File: src/rtl/rssc_pkg.sv
// Shared types and constants of the running signal statistics core.
package rssc_pkg;

    localparam logic [1:0] KIND_ADD   = 2'd0;
    localparam logic [1:0] KIND_QUERY = 2'd1;
    localparam logic [1:0] KIND_CLEAR = 2'd2;

    localparam int QDEPTH = 2;
    localparam int QPTR_W = 1;
    localparam int QCNT_W = 2;

    localparam int DIV_W  = 66;
    localparam int STEP_W = 7;

    localparam logic signed [31:0] MIN_RESET = 32'sh7FFF_FFFF;
    localparam logic signed [31:0] MAX_RESET = 32'sh8000_0000;

    typedef struct packed {
        logic [1:0]         op;
        logic               idx_ok;
        logic [3:0]         idx;
        logic signed [31:0] value;
    } t_item;

    typedef struct packed {
        logic              start;
        logic [STEP_W-1:0] steps;
        logic [31:0]       den;
        logic [31:0]       rem0;
        logic [DIV_W-1:0]  num;
    } t_div_req;

    typedef struct packed {
        logic             busy;
        logic             done;
        logic [DIV_W-1:0] quo;
    } t_div_rsp;

endpackage

File: src/rtl/rssc_div.sv
// Restoring divider, one quotient bit per cycle, shared by all divisions.
module rssc_div import rssc_pkg::*; (
    input  logic     i_clk,
    input  logic     i_rst_n,
    input  t_div_req i_req,
    output t_div_rsp o_rsp
);

    logic              r_busy;
    logic              r_done;
    logic [STEP_W-1:0] r_cnt;
    logic [31:0]       r_rem;
    logic [31:0]       r_den;
    logic [DIV_W-1:0]  r_num;
    logic [DIV_W-1:0]  r_quo;

    logic [32:0] w_trial;
    logic        w_ge;
    logic [31:0] n_rem;

    // The remainder stays below the divisor, so 32 bits hold it.
    assign w_trial = {r_rem, r_num[DIV_W-1]};
    assign w_ge    = w_trial >= {1'b0, r_den};
    assign n_rem   = w_ge ? 32'(w_trial - {1'b0, r_den}) : w_trial[31:0];

    assign o_rsp.busy = r_busy;
    assign o_rsp.done = r_done;
    assign o_rsp.quo  = r_quo;

    always_ff @(posedge i_clk) begin
        if (!i_rst_n) begin
            r_busy <= 1'b0;
            r_done <= 1'b0;
            r_cnt  <= '0;
        end else begin
            r_done <= 1'b0;
            if (i_req.start) begin
                r_busy <= 1'b1;
                r_cnt  <= i_req.steps;
                r_rem  <= i_req.rem0;
                r_den  <= i_req.den;
                r_num  <= i_req.num;
                r_quo  <= '0;
            end else if (r_busy) begin
                r_rem <= n_rem;
                r_num <= {r_num[DIV_W-2:0], 1'b0};
                r_quo <= {r_quo[DIV_W-2:0], w_ge};
                r_cnt <= r_cnt - 1'b1;
                if (r_cnt == STEP_W'(1)) begin
                    r_busy <= 1'b0;
                    r_done <= 1'b1;
                end
            end
        end
    end

endmodule

File: config.mk
export PLATFORM = sky130hd
export DESIGN_NAME = rssc_div
export DESIGN_NICKNAME = d
export VERILOG_FILES = /design/src/rtl/rssc_pkg.sv /design/src/rtl/rssc_div.sv
export SDC_FILE = /design/constraint.sdc
export NUM_CORES = 1
export LEC_CHECK = 0
export BUFFER_PORTS_ARGS = -buffer_cell sky130_fd_sc_hd__buf_2
export CAP_MARGIN = 10
export CELL_PAD_IN_SITES_DETAIL_PLACEMENT = 2
export CELL_PAD_IN_SITES_GLOBAL_PLACEMENT = 2
export CORE_MARGIN = 8
export CORE_UTILIZATION = 37
export CTS_CLUSTER_DIAMETER = 50
export DETAILED_ROUTE_END_ITERATION = 10
export PLACE_DENSITY = 0.77
export SLEW_MARGIN = 40
export SYNTH_ARGS = -nofsm -noshare
export SYNTH_HDL_FRONTEND = slang
export SYNTH_SLANG_ARGS = --single-unit
export TNS_END_PERCENT = 50
File: constraint.sdc
create_clock -name i_clk -period 6.6 [get_ports i_clk]
set_input_delay 1.65 -clock i_clk [delete_from_list [all_inputs] [get_ports i_clk]]
set_output_delay 1.65 -clock i_clk [all_outputs]
set_load 0.01 [all_outputs]
==> report_table.html, run 1 <==
<table>
<tr><th>Metric</th><th>Value</th></tr>
<tr><th colspan="2">Run status</th></tr>
<tr><td>Status</td><td>completed</td></tr>
<tr><th colspan="2">Layout</th></tr>
<tr><td>Layout fillers</td><td>between 2,000 and 3,000</td></tr>
<tr><td>Commonest cells after routing, fill and taps aside</td><td>sky130_fd_sc_hd__buf_2 (206), sky130_fd_sc_hd__edfxtp_1 (196), sky130_fd_sc_hd__nor2b_1 (70), sky130_fd_sc_hd__mux2_2 (68), sky130_fd_sc_hd__inv_1 (45)</td></tr>
<tr><td>Most frequent standard cell in the layout excluding fill and tap cells</td><td>sky130_fd_sc_hd__buf_2</td></tr>
<tr><td>Number of nets in the layout</td><td>about 1,200</td></tr>
<tr><td>Layout-stage area growth over the synthesis result</td><td>24.5%</td></tr>
<tr><td>Ratio of cells with drive above 1 in the final layout</td><td>between 30% and 40%</td></tr>
<tr><th colspan="2">Logic synthesis</th></tr>
<tr><td>Cell type with the highest aggregate area in the netlist</td><td>sky130_fd_sc_hd__edfxtp_1</td></tr>
<tr><td>Area share of the largest cell type after synthesis</td><td>about three fifths</td></tr>
<tr><td>Syn Std Cell Area</td><td>10,100 sq um</td></tr>
<tr><td>Total of warnings raised by yosys</td><td>0</td></tr>
<tr><td>Netlist cell types</td><td>56</td></tr>
<tr><td>Post-synthesis async set-or-reset flop share</td><td>0%</td></tr>
<tr><td>Synthesized instance count</td><td>about 780</td></tr>
<tr><td>Number of enable flip-flop cells after synthesis</td><td>just under 200</td></tr>
<tr><td>Post-synth top flop</td><td>sky130_fd_sc_hd__edfxtp_1</td></tr>
<tr><td>Number of nets in the synthesized netlist</td><td>roughly 950</td></tr>
<tr><td>Synth Register Bits</td><td>a little over 200</td></tr>
<tr><td>Average cell area after synthesis</td><td>between 10 and 15 sq um</td></tr>
<tr><td>Leading cell types by total area after synthesis</td><td>sky130_fd_sc_hd__edfxtp_1 (58%), sky130_fd_sc_hd__mux2_2 (7.6%), sky130_fd_sc_hd__nor2b_1 (4.3%)</td></tr>
<tr><td>Proportion of synthesized chip area in sequential cells</td><td>60.1%</td></tr>
<tr><th colspan="2">Power and ir drop</th></tr>
<tr><td>Static Leakage</td><td>5.03 nW</td></tr>
<tr><td>Maximum vdd ir drop</td><td>0.229 mV</td></tr>
<tr><td>Total power divided by cell area</td><td>313 nW/um^2</td></tr>
<tr><th colspan="2">Timing</th></tr>
<tr><td>Worst hold margin</td><td>between 0.5 and 0.6 ns</td></tr>
<tr><td>Number of slew-limit violations in the final report</td><td>0</td></tr>
<tr><td>Final Setup Violations</td><td>0</td></tr>
<tr><td>Worst clock skew</td><td>about 0.022 ns</td></tr>
<tr><td>Fmax</td><td>0.272 GHz</td></tr>
<tr><td>Final hold violation count</td><td>0</td></tr>
<tr><td>Clock period minus final worst setup slack</td><td>3.67 ns</td></tr>
<tr><td>Transition at the pin with the smallest max-transition slack</td><td>around 0.67 ns</td></tr>
<tr><td>Ratio of final minimum period to clock period</td><td>between 50% and 60%</td></tr>
<tr><td>Worst max-slew margin expressed relative to the limit</td><td>between 50% and 60%</td></tr>
<tr><td>Total Negative Setup Slacks</td><td>0 ns</td></tr>
<tr><td>Unrepaired setup endpoints after global routing</td><td>false</td></tr>
<tr><th colspan="2">Setup path</th></tr>
<tr><td>Kind of end point of the critical path</td><td>flip-flop</td></tr>
<tr><td>Maximum fanout along the worst path</td><td>4</td></tr>
<tr><td>Number of cell instances on the worst register-to-register path</td><td>13</td></tr>
<tr><td>Worst Setup Start Kind</td><td>flip-flop</td></tr>
<tr><td>WP data required</td><td>6.91 ns</td></tr>
<tr><td>CP Data Arrival Time</td><td>3.98 ns</td></tr>
<tr><td>Setup CP Type</td><td>flip-flop to flip-flop</td></tr>
<tr><th colspan="2">GRT</th></tr>
<tr><td>Total congestion overflow after global routing</td><td>0</td></tr>
<tr><td>First-pass GRT wire length</td><td>approximately 45,000 um</td></tr>
<tr><td>GRT Overall Usage</td><td>between 10% and 20%</td></tr>
<tr><td>Vias in the first global route</td><td>7,853</td></tr>
<tr><td>Initial antenna violation count</td><td>18</td></tr>
<tr><td>Largest net degree at the start of global routing</td><td>about 120</td></tr>
<tr><th colspan="2">Floorplanning</th></tr>
<tr><td>Area enclosed by the die boundary</td><td>between 30,000 and 40,000 sq um</td></tr>
<tr><td>Overall die width</td><td>between 150 and 200 um</td></tr>
<tr><td>Placeable core region</td><td>approximately 27,000 sq um</td></tr>
<tr><td>Chip height</td><td>between 150 and 200 um</td></tr>
<tr><td>I/O pin total</td><td>~210</td></tr>
<tr><td>Number of rows in the core area</td><td>60</td></tr>
<tr><td>Starting density of the core</td><td>37.6%</td></tr>
<tr><th colspan="2">Clocking</th></tr>
<tr><td>CTS Hold Buffers Added</td><td>0</td></tr>
<tr><td>Post-cts resize count</td><td>0</td></tr>
<tr><td>H-tree lvl count</td><td>1</td></tr>
<tr><td>Sink count of the clock tree</td><td>approximately 210</td></tr>
<tr><td>Clock-pin slew on the worst setup and hold paths</td><td>roughly 0.060 ns</td></tr>
<tr><td>CTS buffer count</td><td>30</td></tr>
<tr><td>Post-CTS repair timing setup buffer count</td><td>0</td></tr>
<tr><td>Buffer levels on the longest clock path</td><td>3</td></tr>
<tr><td>Source-to-sink clock delay at the later pin of the worst-skew pair</td><td>~0.56 ns</td></tr>
<tr><td>CTS tree</td><td>built</td></tr>
<tr><td>Root buffer cell</td><td>sky130_fd_sc_hd__clkbuf_16</td></tr>
<tr><th colspan="2">Min path</th></tr>
<tr><td>Count of cells along the worst hold path</td><td>1</td></tr>
<tr><td>Classification of the worst-slack hold path</td><td>flip-flop to flip-flop</td></tr>
<tr><th colspan="2">Placed design</th></tr>
<tr><td>Global placer's final weighted congestion</td><td>0.788</td></tr>
<tr><td>Input/output buffers</td><td>a little over 200</td></tr>
<tr><td>Placed wire-length estimate after detailed placement</td><td>21,200 um</td></tr>
<tr><th colspan="2">Flow run</th></tr>
<tr><td>Max_cap viols</td><td>0</td></tr>
<tr><th colspan="2">Route</th></tr>
<tr><td>Detailed Routing Iterations Pass 1</td><td>4</td></tr>
<tr><td>Vias per cell</td><td>between 5 and 6</td></tr>
<tr><td>DR vias</td><td>between 7,000 and 8,000</td></tr>
<tr><td>Overall routed net length</td><td>about 30,000 um</td></tr>
<tr><td>Number of routed nets with antenna violations</td><td>0</td></tr>
<tr><td>Avg WL per Cell</td><td>approximately 22 um</td></tr>
<tr><td># DRC</td><td>0</td></tr>
<tr><td>Count of routing violations after the opening detailed-route iteration</td><td>between 200 and 250</td></tr>
</table>
through the flow:
step / instances / setup slack [ns] / area [sq um] / util (%) / total power, mW
6_report: 1351 / 2.93 / 12600 / 46.8 / 3.94
5_1_grt: 1351 / 2.64 / 12600 / 46.8 / 4.09
4_1_cts: 1347 / 2.88 / 12500 / 46.7 / 3.99
3_5_place_dp: 1293 / 2.59 / 11500 / 42.7 / 2.26
3_3_place_gp: 1292 / 2.67 / 11500 / 42.6 / 2.22
2_1_floorplan: 778 / 0.412 / 10100 / - / 2.05
metal layers:
| layer | track usage, % | routed length, um | share of wire (%) | vias to the layer above |
|---|---|---|---|---|
| li1 | - | - | - | 3302 |
| met1 | 19.6 | 11700 | 40 | 3492 |
| met2 | 30.5 | 14900 | 50 | 170 |
| met3 | 6.40 | 2120 | 7.2 | 67 |
| met4 | 5.02 | 654 | 2.2 | 26 |
| met5 | 0 | 153 | 0.52 | - |
power by group:
part           switching [mW]  internal, mW
Combinational           0.359         0.276
Sequential             0.0444          1.55
Clock                   0.631          1.08
worst max-delay path: stages (launching register included):
cell                       delay [ns]
sky130_fd_sc_hd__edfxtp_1        0.36
sky130_fd_sc_hd__inv_1           0.08
sky130_fd_sc_hd__ha_1            0.16
sky130_fd_sc_hd__inv_1           0.06
sky130_fd_sc_hd__fa_1            0.40
sky130_fd_sc_hd__a21o_1          0.21
sky130_fd_sc_hd__a221oi_1        0.51
sky130_fd_sc_hd__o31a_1          0.36
sky130_fd_sc_hd__nand4_1         0.22
sky130_fd_sc_hd__a31oi_1         0.41
sky130_fd_sc_hd__nand2b_1        0.10
sky130_fd_sc_hd__a21oi_1         0.19
sky130_fd_sc_hd__xnor2_1         0.11
sky130_fd_sc_hd__a31o_2          0.26
worst paths after layout:
path                                  end      start  slack [ns]
worst max-delay path            r_rem[26]  r_num[65]        2.93
worst min-delay path            r_num[63]  r_num[62]        0.55
worst max register to register  r_rem[26]  r_num[65]        2.93
worst min register to register  r_num[63]  r_num[62]        0.55
cells in the mapped netlist (2+ instances only):
cell type and instances:
sky130_fd_sc_hd__nor3_1 5, sky130_fd_sc_hd__a211o_1 2, sky130_fd_sc_hd__o211ai_1 2, sky130_fd_sc_hd__o21ai_0 29, sky130_fd_sc_hd__a211oi_1 5, sky130_fd_sc_hd__xnor2_1 22, sky130_fd_sc_hd__a31o_2 2, sky130_fd_sc_hd__clkbuf_1 29
sky130_fd_sc_hd__a221o_1 17, sky130_fd_sc_hd__mux2i_1 9, sky130_fd_sc_hd__a21boi_0 2, sky130_fd_sc_hd__ha_1 34, sky130_fd_sc_hd__nand2_1 35, sky130_fd_sc_hd__mux2_1 2, sky130_fd_sc_hd__buf_2 5, sky130_fd_sc_hd__a21o_1 10
sky130_fd_sc_hd__nor2b_1 70, sky130_fd_sc_hd__nand3_1 8, sky130_fd_sc_hd__buf_4 3, sky130_fd_sc_hd__nor3b_1 16, sky130_fd_sc_hd__a31oi_1 8, sky130_fd_sc_hd__nand2b_1 3, sky130_fd_sc_hd__nand4_1 8, sky130_fd_sc_hd__and3_1 6
sky130_fd_sc_hd__xor2_1 12, sky130_fd_sc_hd__inv_1 45, sky130_fd_sc_hd__nor2_1 35, sky130_fd_sc_hd__o31a_1 3, sky130_fd_sc_hd__o31ai_1 3, sky130_fd_sc_hd__o21bai_1 5, sky130_fd_sc_hd__and2_1 11, sky130_fd_sc_hd__o21a_1 2
sky130_fd_sc_hd__nand4b_1 2, sky130_fd_sc_hd__edfxtp_1 196, sky130_fd_sc_hd__o221a_2 2, sky130_fd_sc_hd__dfxtp_1 9, sky130_fd_sc_hd__mux2_2 68, sky130_fd_sc_hd__a21oi_1 35
flip-flops by register name, summed over array words and instances, names as in the netlist:
signal	cells
r_quo	66
r_busy	1
r_num	66
r_den	32
r_done	1
r_cnt	7
r_rem	32
area by class of cell:
| class | count | area, sq um | area share (%) |
|---|---|---|---|
| flip-flops and latches | 205 | 6070 | 48.3 |
| inverters | 45 | 169 | 1.34 |
| well taps | 341 | 427 | 3.40 |
| clock inverters | 21 | 308 | 2.45 |
| diodes | 4 | 10.0 | 0.0797 |
| multi-input cells | 490 | 3720 | 29.6 |
| repair buffers | 212 | 1110 | 8.81 |
| clock buffers | 33 | 762 | 6.06 |
logic make-up after synthesis:
kind of cell,Yosys count,synth area share [%]
AOI/OAI and AO/OA,138,9.51
muxes,79,8.70
adders and majority gates,35,4.41
xor gates and xnor gates,34,2.95
DFF,205,60.1
and+or+nand+nor,204,11.0
buffers and inverters,83,3.27
(Power assumes the default switching activity.)
==> run 2: changes to the inputs <==
- CORE_UTILIZATION: 37 -> 33
- PLACE_DENSITY: 0.77 -> 0.73
- clock period: 6.6 -> 3.3 ns (I/O delays scaled with it)
==> run 2 against run 1 <==
Final area grew 1.5%. Worst hold slack lost 0.11 ns. First-iteration DRC count up 15%. Critical endpoint is now r_rem[25]. Largest power group is now registers. Highest routed layer unchanged.
==> report_table.html, run 2 (synthesized netlist as in run 1, its figures left out) <==
<table>
<tr><th>Metric</th><th>Value</th></tr>
<tr><th colspan="2">Run status</th></tr>
<tr><td>Status</td><td>completed</td></tr>
<tr><th colspan="2">Clocking</th></tr>
<tr><td>Sink count of the clock tree</td><td>roughly 210</td></tr>
<tr><td>Buffer levels on the longest clock path</td><td>3</td></tr>
<tr><td>H-tree lvl count</td><td>1</td></tr>
<tr><td>Clock-pin slew on the worst setup and hold paths</td><td>about 0.06 ns</td></tr>
<tr><td>Source-to-sink clock delay at the later pin of the worst-skew pair</td><td>around 0.56 ns</td></tr>
<tr><td>CTS buffer count</td><td>29</td></tr>
<tr><td>CTS tree</td><td>built</td></tr>
<tr><td>Root buffer cell</td><td>sky130_fd_sc_hd__clkbuf_16</td></tr>
<tr><td>CTS Hold Buffers Added</td><td>0</td></tr>
<tr><th colspan="2">Floorplanning</th></tr>
<tr><td>Chip height</td><td>between 150 and 200 um</td></tr>
<tr><td>I/O pin total</td><td>208</td></tr>
<tr><td>Starting density of the core</td><td>about a third</td></tr>
<tr><td>Placeable core region</td><td>~30,000 sq um</td></tr>
<tr><td>Number of rows in the core area</td><td>64</td></tr>
<tr><td>Area enclosed by the die boundary</td><td>36,400 sq um</td></tr>
<tr><td>Overall die width</td><td>approximately 190 um</td></tr>
<tr><th colspan="2">Route</th></tr>
<tr><td>Count of routing violations after the opening detailed-route iteration</td><td>about 270</td></tr>
<tr><td>Vias per cell</td><td>4.95</td></tr>
<tr><td>Detailed Routing Iterations Pass 1</td><td>4</td></tr>
<tr><td>Number of routed nets with antenna violations</td><td>0</td></tr>
<tr><td># DRC</td><td>0</td></tr>
<tr><td>Overall routed net length</td><td>between 20,000 and 30,000 um</td></tr>
<tr><td>DR vias</td><td>about 7,100</td></tr>
<tr><td>Avg WL per Cell</td><td>between 20 and 25 um</td></tr>
<tr><th colspan="2">Power and ir drop</th></tr>
<tr><td>Maximum vdd ir drop</td><td>~0.48 mV</td></tr>
<tr><td>Static Leakage</td><td>5.08 nW</td></tr>
<tr><td>Total power divided by cell area</td><td>approximately 600 nW/um^2</td></tr>
<tr><td>Power consumption</td><td>around 7.5 mW</td></tr>
<tr><th colspan="2">Setup path</th></tr>
<tr><td>CP Data Arrival Time</td><td>3.49 ns</td></tr>
<tr><td>Critical path buffers and inverters</td><td>0</td></tr>
<tr><td>Maximum fanout along the worst path</td><td>5</td></tr>
<tr><td>Most common cell type on the critical path</td><td>sky130_fd_sc_hd__o31a_1</td></tr>
<tr><td>Worst Setup Start Kind</td><td>flip-flop</td></tr>
<tr><td>WP data required</td><td>~3.6 ns</td></tr>
<tr><td>Ordered cell list for the critical path</td><td>ha_1 &gt; nor2b_1 &gt; o31a_1 &gt; o31a_1 &gt; o31ai_4 &gt; a21boi_4 &gt; a21oi_4 &gt; o221ai_4 &gt; mux2_1 &gt; mux2_2</td></tr>
<tr><td>Setup CP Type</td><td>flip-flop to flip-flop</td></tr>
<tr><td>Kind of end point of the critical path</td><td>flip-flop</td></tr>
<tr><td>Delay of the slowest cell on the worst path</td><td>0.44 ns</td></tr>
<tr><td>Slowest-stage cell, CP</td><td>sky130_fd_sc_hd__edfxtp_1</td></tr>
<tr><td>Crit-path leading delay family</td><td>compound AO/OA/AOI/OAI gates</td></tr>
<tr><th colspan="2">Layout</th></tr>
<tr><td>End-of-flow core utilization</td><td>42.0%</td></tr>
<tr><td>Number of nets in the layout</td><td>1,184</td></tr>
<tr><td>Layout-stage area growth over the synthesis result</td><td>26.4%</td></tr>
<tr><td>Fin cells</td><td>~1,400</td></tr>
<tr><td>Layout fillers</td><td>approximately 3,100</td></tr>
<tr><td>Biggest regs</td><td>r_num x66, r_quo x66</td></tr>
<tr><td>Commonest cells after routing, fill and taps aside</td><td>sky130_fd_sc_hd__buf_2 (206), sky130_fd_sc_hd__edfxtp_1 (196), sky130_fd_sc_hd__nor2b_1 (70), sky130_fd_sc_hd__mux2_2 (68), sky130_fd_sc_hd__inv_1 (44)</td></tr>
<tr><td>Ratio of cells with drive above 1 in the final layout</td><td>between 30% and 40%</td></tr>
<tr><td>Most frequent standard cell in the layout excluding fill and tap cells</td><td>sky130_fd_sc_hd__buf_2</td></tr>
<tr><th colspan="2">GRT</th></tr>
<tr><td>Vias in the first global route</td><td>roughly 7,900</td></tr>
<tr><td>GRT Overall Usage</td><td>around 16%</td></tr>
<tr><td>Largest net degree at the start of global routing</td><td>61</td></tr>
<tr><td>First-pass GRT wire length</td><td>about 46,000 um</td></tr>
<tr><td>Initial antenna violation count</td><td>27</td></tr>
<tr><td>Total congestion overflow after global routing</td><td>0</td></tr>
<tr><th colspan="2">Placed design</th></tr>
<tr><td>Input/output buffers</td><td>~210</td></tr>
<tr><td>Placed wire-length estimate after detailed placement</td><td>roughly 22,000 um</td></tr>
<tr><td>Global placer's final weighted congestion</td><td>slightly below 0.8</td></tr>
<tr><td>Post-placement cell count</td><td>about 1,400</td></tr>
<tr><th colspan="2">Flow run</th></tr>
<tr><td>Max_cap viols</td><td>0</td></tr>
<tr><th colspan="2">Timing</th></tr>
<tr><td>Worst max-slew margin expressed relative to the limit</td><td>about 62%</td></tr>
<tr><td>Fmax</td><td>between 0.3 and 0.4 GHz</td></tr>
<tr><td>Ratio of final minimum period to clock period</td><td>~96%</td></tr>
<tr><td>Clock period minus final worst setup slack</td><td>approximately 3.2 ns</td></tr>
<tr><td>Number of slew-limit violations in the final report</td><td>0</td></tr>
<tr><td>Final Setup Violations</td><td>0</td></tr>
<tr><td>Final hold violation count</td><td>0</td></tr>
<tr><td>Transition at the pin with the smallest max-transition slack</td><td>roughly 0.57 ns</td></tr>
<tr><td>Worst clock skew</td><td>roughly 0.018 ns</td></tr>
<tr><th colspan="2">Min path</th></tr>
<tr><td>Classification of the worst-slack hold path</td><td>primary input to flip-flop</td></tr>
</table>
run 2: where the power goes:
group | switching (mW) | internal (mW) | total, mW
Combinational | 0.754 | 0.618 | 1.37
Sequential | 0.0871 | 3.10 | 3.18
Clock | 1.20 | 1.71 | 2.91
run 2: area by class of cell:
type	instances	area (sq um)	area share (%)
sequential	205	6070	47.5
timing repair buffer	238	1310	10.3
clock buffer	37	756	5.92
multi-input combinational	490	3800	29.8
antenna	8	20.0	0.157
clock inverter	15	136	1.07
inverter	45	169	1.32
tap	396	495	3.88
run 2: per-stage QoR:
| stage | hold slack [ns] | setup TNS (ns) | area [sq um] | worst slack, ns |
|---|---|---|---|---|
| 6_report | 0.432 | 0 | 12800 | 0.128 |
| 5_1_grt | 0.413 | -0.0336 | 12800 | -0.0207 |
| 4_1_cts | 0.404 | 0 | 12600 | 0.000205 |
| 3_5_place_dp | 0.538 | -0.252 | 11700 | -0.122 |
| 3_3_place_gp | 0.529 | 0 | 11700 | 0.0345 |
| 2_1_floorplan | 0.497 | 0 | 10100 | 0.236 |
run 2: path summary, 6_finish.rpt:
path	slack [ns]	from	cells past startpoint	endpoint
hold reg to reg	0.55	r_num[12]	1	r_num[13]
setup reg to reg	0.13	r_rem[0]	10	r_rem[25]
hold / removal	0.43	i_req[125]	1	r_den[27]
setup / recovery	0.13	r_rem[0]	10	r_rem[25]
run 2: timing repair:
item	4_1_cts	5_1_grt
gates resized for setup	4	14
setup endpoints to repair	7	29
pin swaps	0	9
setup buffers	0	4
run 2: per-layer routing:
layer | track usage [%] | part of all wire, % | vias up
met1 | 18.4 | 40 | 3456
met2 | 27.0 | 48 | 172
met5 | 0 | 0.79 | -
met3 | 6.66 | 7.9 | 81
li1 | - | - | 3347
met4 | 4.95 | 2.7 | 36
==> run 3: changes to the inputs <==
- ABC_AREA: unset -> 1
- CORE_ASPECT_RATIO: unset -> 1.75
- CORE_UTILIZATION: 33 -> 30
- PLACE_DENSITY: 0.73 -> 0.74
==> run 3 against run 2 <==
Power down 3.7%. Global-route usage up 0.97 points. Critical path depth increased by 3. Sequential power barely moved. Setup slack better by 0.52 ns. Register-to-register slack better by 0.52 ns. Critical path type unchanged. Largest cell class unchanged. Largest power group unchanged.
==> report_table.html, run 3 <==
<table>
<tr><th>Metric</th><th>Value</th></tr>
<tr><th colspan="2">Clocking</th></tr>
<tr><td>CTS tree</td><td>built</td></tr>
<tr><td>Source-to-sink clock delay at the later pin of the worst-skew pair</td><td>~0.54 ns</td></tr>
<tr><td>Post-cts resize count</td><td>0</td></tr>
<tr><td>CTS Hold Buffers Added</td><td>0</td></tr>
<tr><td>H-tree lvl count</td><td>1</td></tr>
<tr><td>CTS buffer count</td><td>24</td></tr>
<tr><td>Sink count of the clock tree</td><td>~210</td></tr>
<tr><td>Post-CTS repair timing setup buffer count</td><td>0</td></tr>
<tr><td>Buffer levels on the longest clock path</td><td>3</td></tr>
<tr><td>Clock-pin slew on the worst setup and hold paths</td><td>about 0.06 ns</td></tr>
<tr><td>Root buffer cell</td><td>sky130_fd_sc_hd__clkbuf_16</td></tr>
<tr><th colspan="2">Logic synthesis</th></tr>
<tr><td>Post-synth top flop</td><td>sky130_fd_sc_hd__edfxtp_1</td></tr>
<tr><td>Syn Std Cell Area</td><td>roughly 11,000 sq um</td></tr>
<tr><td>Cell type with the highest aggregate area in the netlist</td><td>sky130_fd_sc_hd__edfxtp_1</td></tr>
<tr><td>Most frequent cells after synthesis</td><td>sky130_fd_sc_hd__nand2_1 (552), sky130_fd_sc_hd__inv_1 (233), sky130_fd_sc_hd__edfxtp_1 (196)</td></tr>
<tr><td>Netlist cell types</td><td>34</td></tr>
<tr><td>Number of nets in the synthesized netlist</td><td>about 1,500</td></tr>
<tr><td>Synthesized instance count</td><td>1,361</td></tr>
<tr><td>Count leader, synth</td><td>sky130_fd_sc_hd__nand2_1</td></tr>
<tr><td>Post-synthesis async set-or-reset flop share</td><td>0%</td></tr>
<tr><td>Area share of the largest cell type after synthesis</td><td>52.2%</td></tr>
<tr><td>Leading cell types by total area after synthesis</td><td>sky130_fd_sc_hd__edfxtp_1 (52%), sky130_fd_sc_hd__nand2_1 (18%), sky130_fd_sc_hd__inv_1 (7.8%)</td></tr>
<tr><td>Synth Register Bits</td><td>205</td></tr>
<tr><td>Average cell area after synthesis</td><td>8.28 sq um</td></tr>
<tr><td>Number of enable flip-flop cells after synthesis</td><td>between 150 and 200</td></tr>
<tr><td>Total of warnings raised by yosys</td><td>0</td></tr>
<tr><td>Proportion of synthesized chip area in sequential cells</td><td>53.8%</td></tr>
<tr><th colspan="2">Setup path</th></tr>
<tr><td>Worst Setup Start Kind</td><td>flip-flop</td></tr>
<tr><td>End of the worst register-to-register path</td><td>r_rem[25]</td></tr>
<tr><td>Slowest-stage cell, CP</td><td>sky130_fd_sc_hd__edfxtp_1</td></tr>
<tr><td>Number of cell instances on the worst register-to-register path</td><td>13</td></tr>
<tr><td>Ordered cell list for the critical path</td><td>ha_1 &gt; nand2_1 &gt; nor2_1 &gt; nand3_1 &gt; nor2_1 &gt; nand2_1 &gt; nand2_1 &gt; nor2_2 &gt; nand2_2 &gt; buf_4 &gt; nand3_1 &gt; nand2_1 &gt; nand2_1</td></tr>
<tr><td>Maximum fanout along the worst path</td><td>21</td></tr>
<tr><td>Launch point of the critical path</td><td>r_rem[25]</td></tr>
<tr><td>R2R Setup Slk</td><td>0.65 ns</td></tr>
<tr><td>Worst reg2reg path startpoint</td><td>r_rem[25]</td></tr>
<tr><td>Delay of the slowest cell on the worst path</td><td>0.42 ns</td></tr>
<tr><td>Kind of end point of the critical path</td><td>flip-flop</td></tr>
<tr><td>Setup CP Type</td><td>flip-flop to flip-flop</td></tr>
<tr><td>WP data required</td><td>roughly 3.6 ns</td></tr>
<tr><td>Most common cell type on the critical path</td><td>sky130_fd_sc_hd__nand2_1</td></tr>
<tr><td>CP Data Arrival Time</td><td>2.93 ns</td></tr>
<tr><th colspan="2">Min path</th></tr>
<tr><td>Capture endpoint of the worst hold path</td><td>r_den[22]</td></tr>
<tr><td>Count of cells along the worst hold path</td><td>1</td></tr>
<tr><td>Hold path startpoint</td><td>i_req[120]</td></tr>
<tr><td>Classification of the worst-slack hold path</td><td>primary input to flip-flop</td></tr>
<tr><th colspan="2">Timing</th></tr>
<tr><td>Worst max-slew margin expressed relative to the limit</td><td>slightly above 40%</td></tr>
<tr><td>Transition at the pin with the smallest max-transition slack</td><td>between 0.8 and 0.9 ns</td></tr>
<tr><td>Worst clock skew</td><td>roughly 0.011 ns</td></tr>
<tr><td>Ratio of final minimum period to clock period</td><td>between 80% and 90%</td></tr>
<tr><td>Final hold violation count</td><td>0</td></tr>
<tr><td>Fmax</td><td>0.377 GHz</td></tr>
<tr><td>Total Negative Setup Slacks</td><td>0 ns</td></tr>
<tr><td>Setup slack after layout</td><td>approximately 0.65 ns</td></tr>
<tr><td>Worst hold margin</td><td>between 0.4 and 0.5 ns</td></tr>
<tr><td>Clock period minus final worst setup slack</td><td>between 2 and 3 ns</td></tr>
<tr><td>Unrepaired setup endpoints after global routing</td><td>false</td></tr>
<tr><td>Final Setup Violations</td><td>0</td></tr>
<tr><td>Number of slew-limit violations in the final report</td><td>0</td></tr>
<tr><th colspan="2">GRT</th></tr>
<tr><td>Grt met1 use</td><td>roughly 15%</td></tr>
<tr><td>Met3 capacity usage during global routing</td><td>under 10%</td></tr>
<tr><td>Routing layer with the top usage in global route</td><td>met2</td></tr>
<tr><td>Total congestion overflow after global routing</td><td>0</td></tr>
<tr><td>GR Util met2</td><td>between 30% and 40%</td></tr>
<tr><td>Largest net degree at the start of global routing</td><td>~130</td></tr>
<tr><td>GRT Overall Usage</td><td>17.0%</td></tr>
<tr><td>Vias in the first global route</td><td>around 11,000</td></tr>
<tr><td>Initial antenna violation count</td><td>18</td></tr>
<tr><td>First-pass GRT wire length</td><td>about 60,000 um</td></tr>
<tr><th colspan="2">Layout</th></tr>
<tr><td>Most frequent standard cell in the layout excluding fill and tap cells</td><td>sky130_fd_sc_hd__nand2_1</td></tr>
<tr><td>Number of nets in the layout</td><td>between 1,500 and 2,000</td></tr>
<tr><td>Layout fillers</td><td>~4,300</td></tr>
<tr><td>Ratio of cells with drive above 1 in the final layout</td><td>approximately 18%</td></tr>
<tr><td>Biggest regs</td><td>r_num x66, r_quo x66</td></tr>
<tr><td>Sequential cell area</td><td>roughly 6100 sq um</td></tr>
<tr><td>Layout-stage area growth over the synthesis result</td><td>20.3%</td></tr>
<tr><td>Area used by multi-input combinational logic</td><td>between 4000 and 5000 sq um</td></tr>
<tr><td>Commonest cells after routing, fill and taps aside</td><td>sky130_fd_sc_hd__nand2_1 (552), sky130_fd_sc_hd__inv_1 (233), sky130_fd_sc_hd__buf_2 (206), sky130_fd_sc_hd__edfxtp_1 (196), sky130_fd_sc_hd__nor2_1 (107)</td></tr>
<tr><th colspan="2">Floorplanning</th></tr>
<tr><td>Number of rows in the core area</td><td>94</td></tr>
<tr><td>Chip height</td><td>between 200 and 300 um</td></tr>
<tr><td>I/O pin total</td><td>approximately 210</td></tr>
<tr><td>Starting density of the core</td><td>30.2%</td></tr>
<tr><td>Area enclosed by the die boundary</td><td>around 44,000 sq um</td></tr>
<tr><td>Overall die width</td><td>around 160 um</td></tr>
<tr><td>Placeable core region</td><td>roughly 37,000 sq um</td></tr>
<tr><th colspan="2">Route</th></tr>
<tr><td># DRC</td><td>0</td></tr>
<tr><td>Vias per cell</td><td>4.62</td></tr>
<tr><td>DR vias</td><td>9,580</td></tr>
<tr><td>Avg WL per Cell</td><td>roughly 18 um</td></tr>
<tr><td>Detailed Routing Iterations Pass 1</td><td>6</td></tr>
<tr><td>Count of routing violations after the opening detailed-route iteration</td><td>roughly 230</td></tr>
<tr><td>Overall routed net length</td><td>roughly 38,000 um</td></tr>
<tr><td>Number of routed nets with antenna violations</td><td>0</td></tr>
<tr><th colspan="2">Flow run</th></tr>
<tr><td>Max_cap viols</td><td>0</td></tr>
<tr><th colspan="2">Run status</th></tr>
<tr><td>Status</td><td>completed</td></tr>
<tr><th colspan="2">Placed design</th></tr>
<tr><td>Placed wire-length estimate after detailed placement</td><td>just under 30,000 um</td></tr>
<tr><td>Global placer's final weighted congestion</td><td>0.892</td></tr>
<tr><td>Pre-CTS setup slack</td><td>0.581 ns</td></tr>
<tr><td>Input/output buffers</td><td>slightly above 200</td></tr>
<tr><th colspan="2">Power and ir drop</th></tr>
<tr><td>Static Leakage</td><td>a little under 7 nW</td></tr>
<tr><td>Maximum vdd ir drop</td><td>approximately 0.4 mV</td></tr>
<tr><td>Total power divided by cell area</td><td>530 nW/um^2</td></tr>
</table>
[run 3: area by class of cell]
type | instances | area share [%]
Clock inverter | 11 | 0.526
Sequential cell | 205 | 44.7
Inverter | 235 | 6.51
Multi-Input combinational cell | 881 | 30.0
Timing Repair Buffer | 220 | 8.59
Tap cell | 480 | 4.43
Clock buffer | 31 | 5.00
Antenna cell | 9 | 0.166
[run 3: worst max-delay path by stage]
| stage | end | slack [ns] | cells past startpoint |
|---|---|---|---|
| global route | r_rem[26] | 0.41 | 13 |
| floorplan | r_num[0] | -0.50 | 2 |
| detailed placement | r_rem[25] | 0.58 | 13 |
| global placement | r_rem[25] | 0.61 | 13 |
| CTS | r_rem[27] | 0.57 | 13 |
| finish | r_rem[25] | 0.65 | 13 |
[run 3: stage by stage]
stage	utilization, %	instance area, sq um	instances	total power [mW]
after floorplan	-	11300	1361	4.17
after global placement	34.3	12800	2021	4.65
after detailed placement	34.3	12800	2021	4.71
after CTS	36.3	13500	2063	7.35
after global routing	36.3	13500	2067	7.59
final	36.4	13600	2072	7.19
[run 3: critical path, delay by kind of cell (launching register included)]
family,cells,cell delay [ns]
flip-flops,1,0.42
buffers and inverters,1,0.28
AND/OR/NAND/NOR,11,1.28
adder cells (fa/ha/maj),1,0.41
[run 3: logic make-up (layout without fill, tap and decap cells)]
logic type | Yosys count | count (layout) | share of synthesized area (%)
xor gates and xnor gates | 18 | 18 | 1.40
DFF | 205 | 205 | 53.8
and+or+nand+nor | 793 | 793 | 29.0
other | 0 | 9 | 0
buffers and inverters | 275 | 497 | 10.2
adders and majority gates | 35 | 35 | 3.95
AOI/OAI and AO/OA | 35 | 35 | 1.71
[run 3: routing by layer]
metal / vias up / share of wire (%)
met3: 93 / 5.8
met1: 4627 / 33
met4: 18 / 4.2
met2: 188 / 57
li1: 4654 / -
met5: - / 0.30
[run 3: power breakdown]
part	internal [mW]	switching [mW]
clock	1.45	1.12
combinational	0.495	0.950
sequential	3.09	0.0812
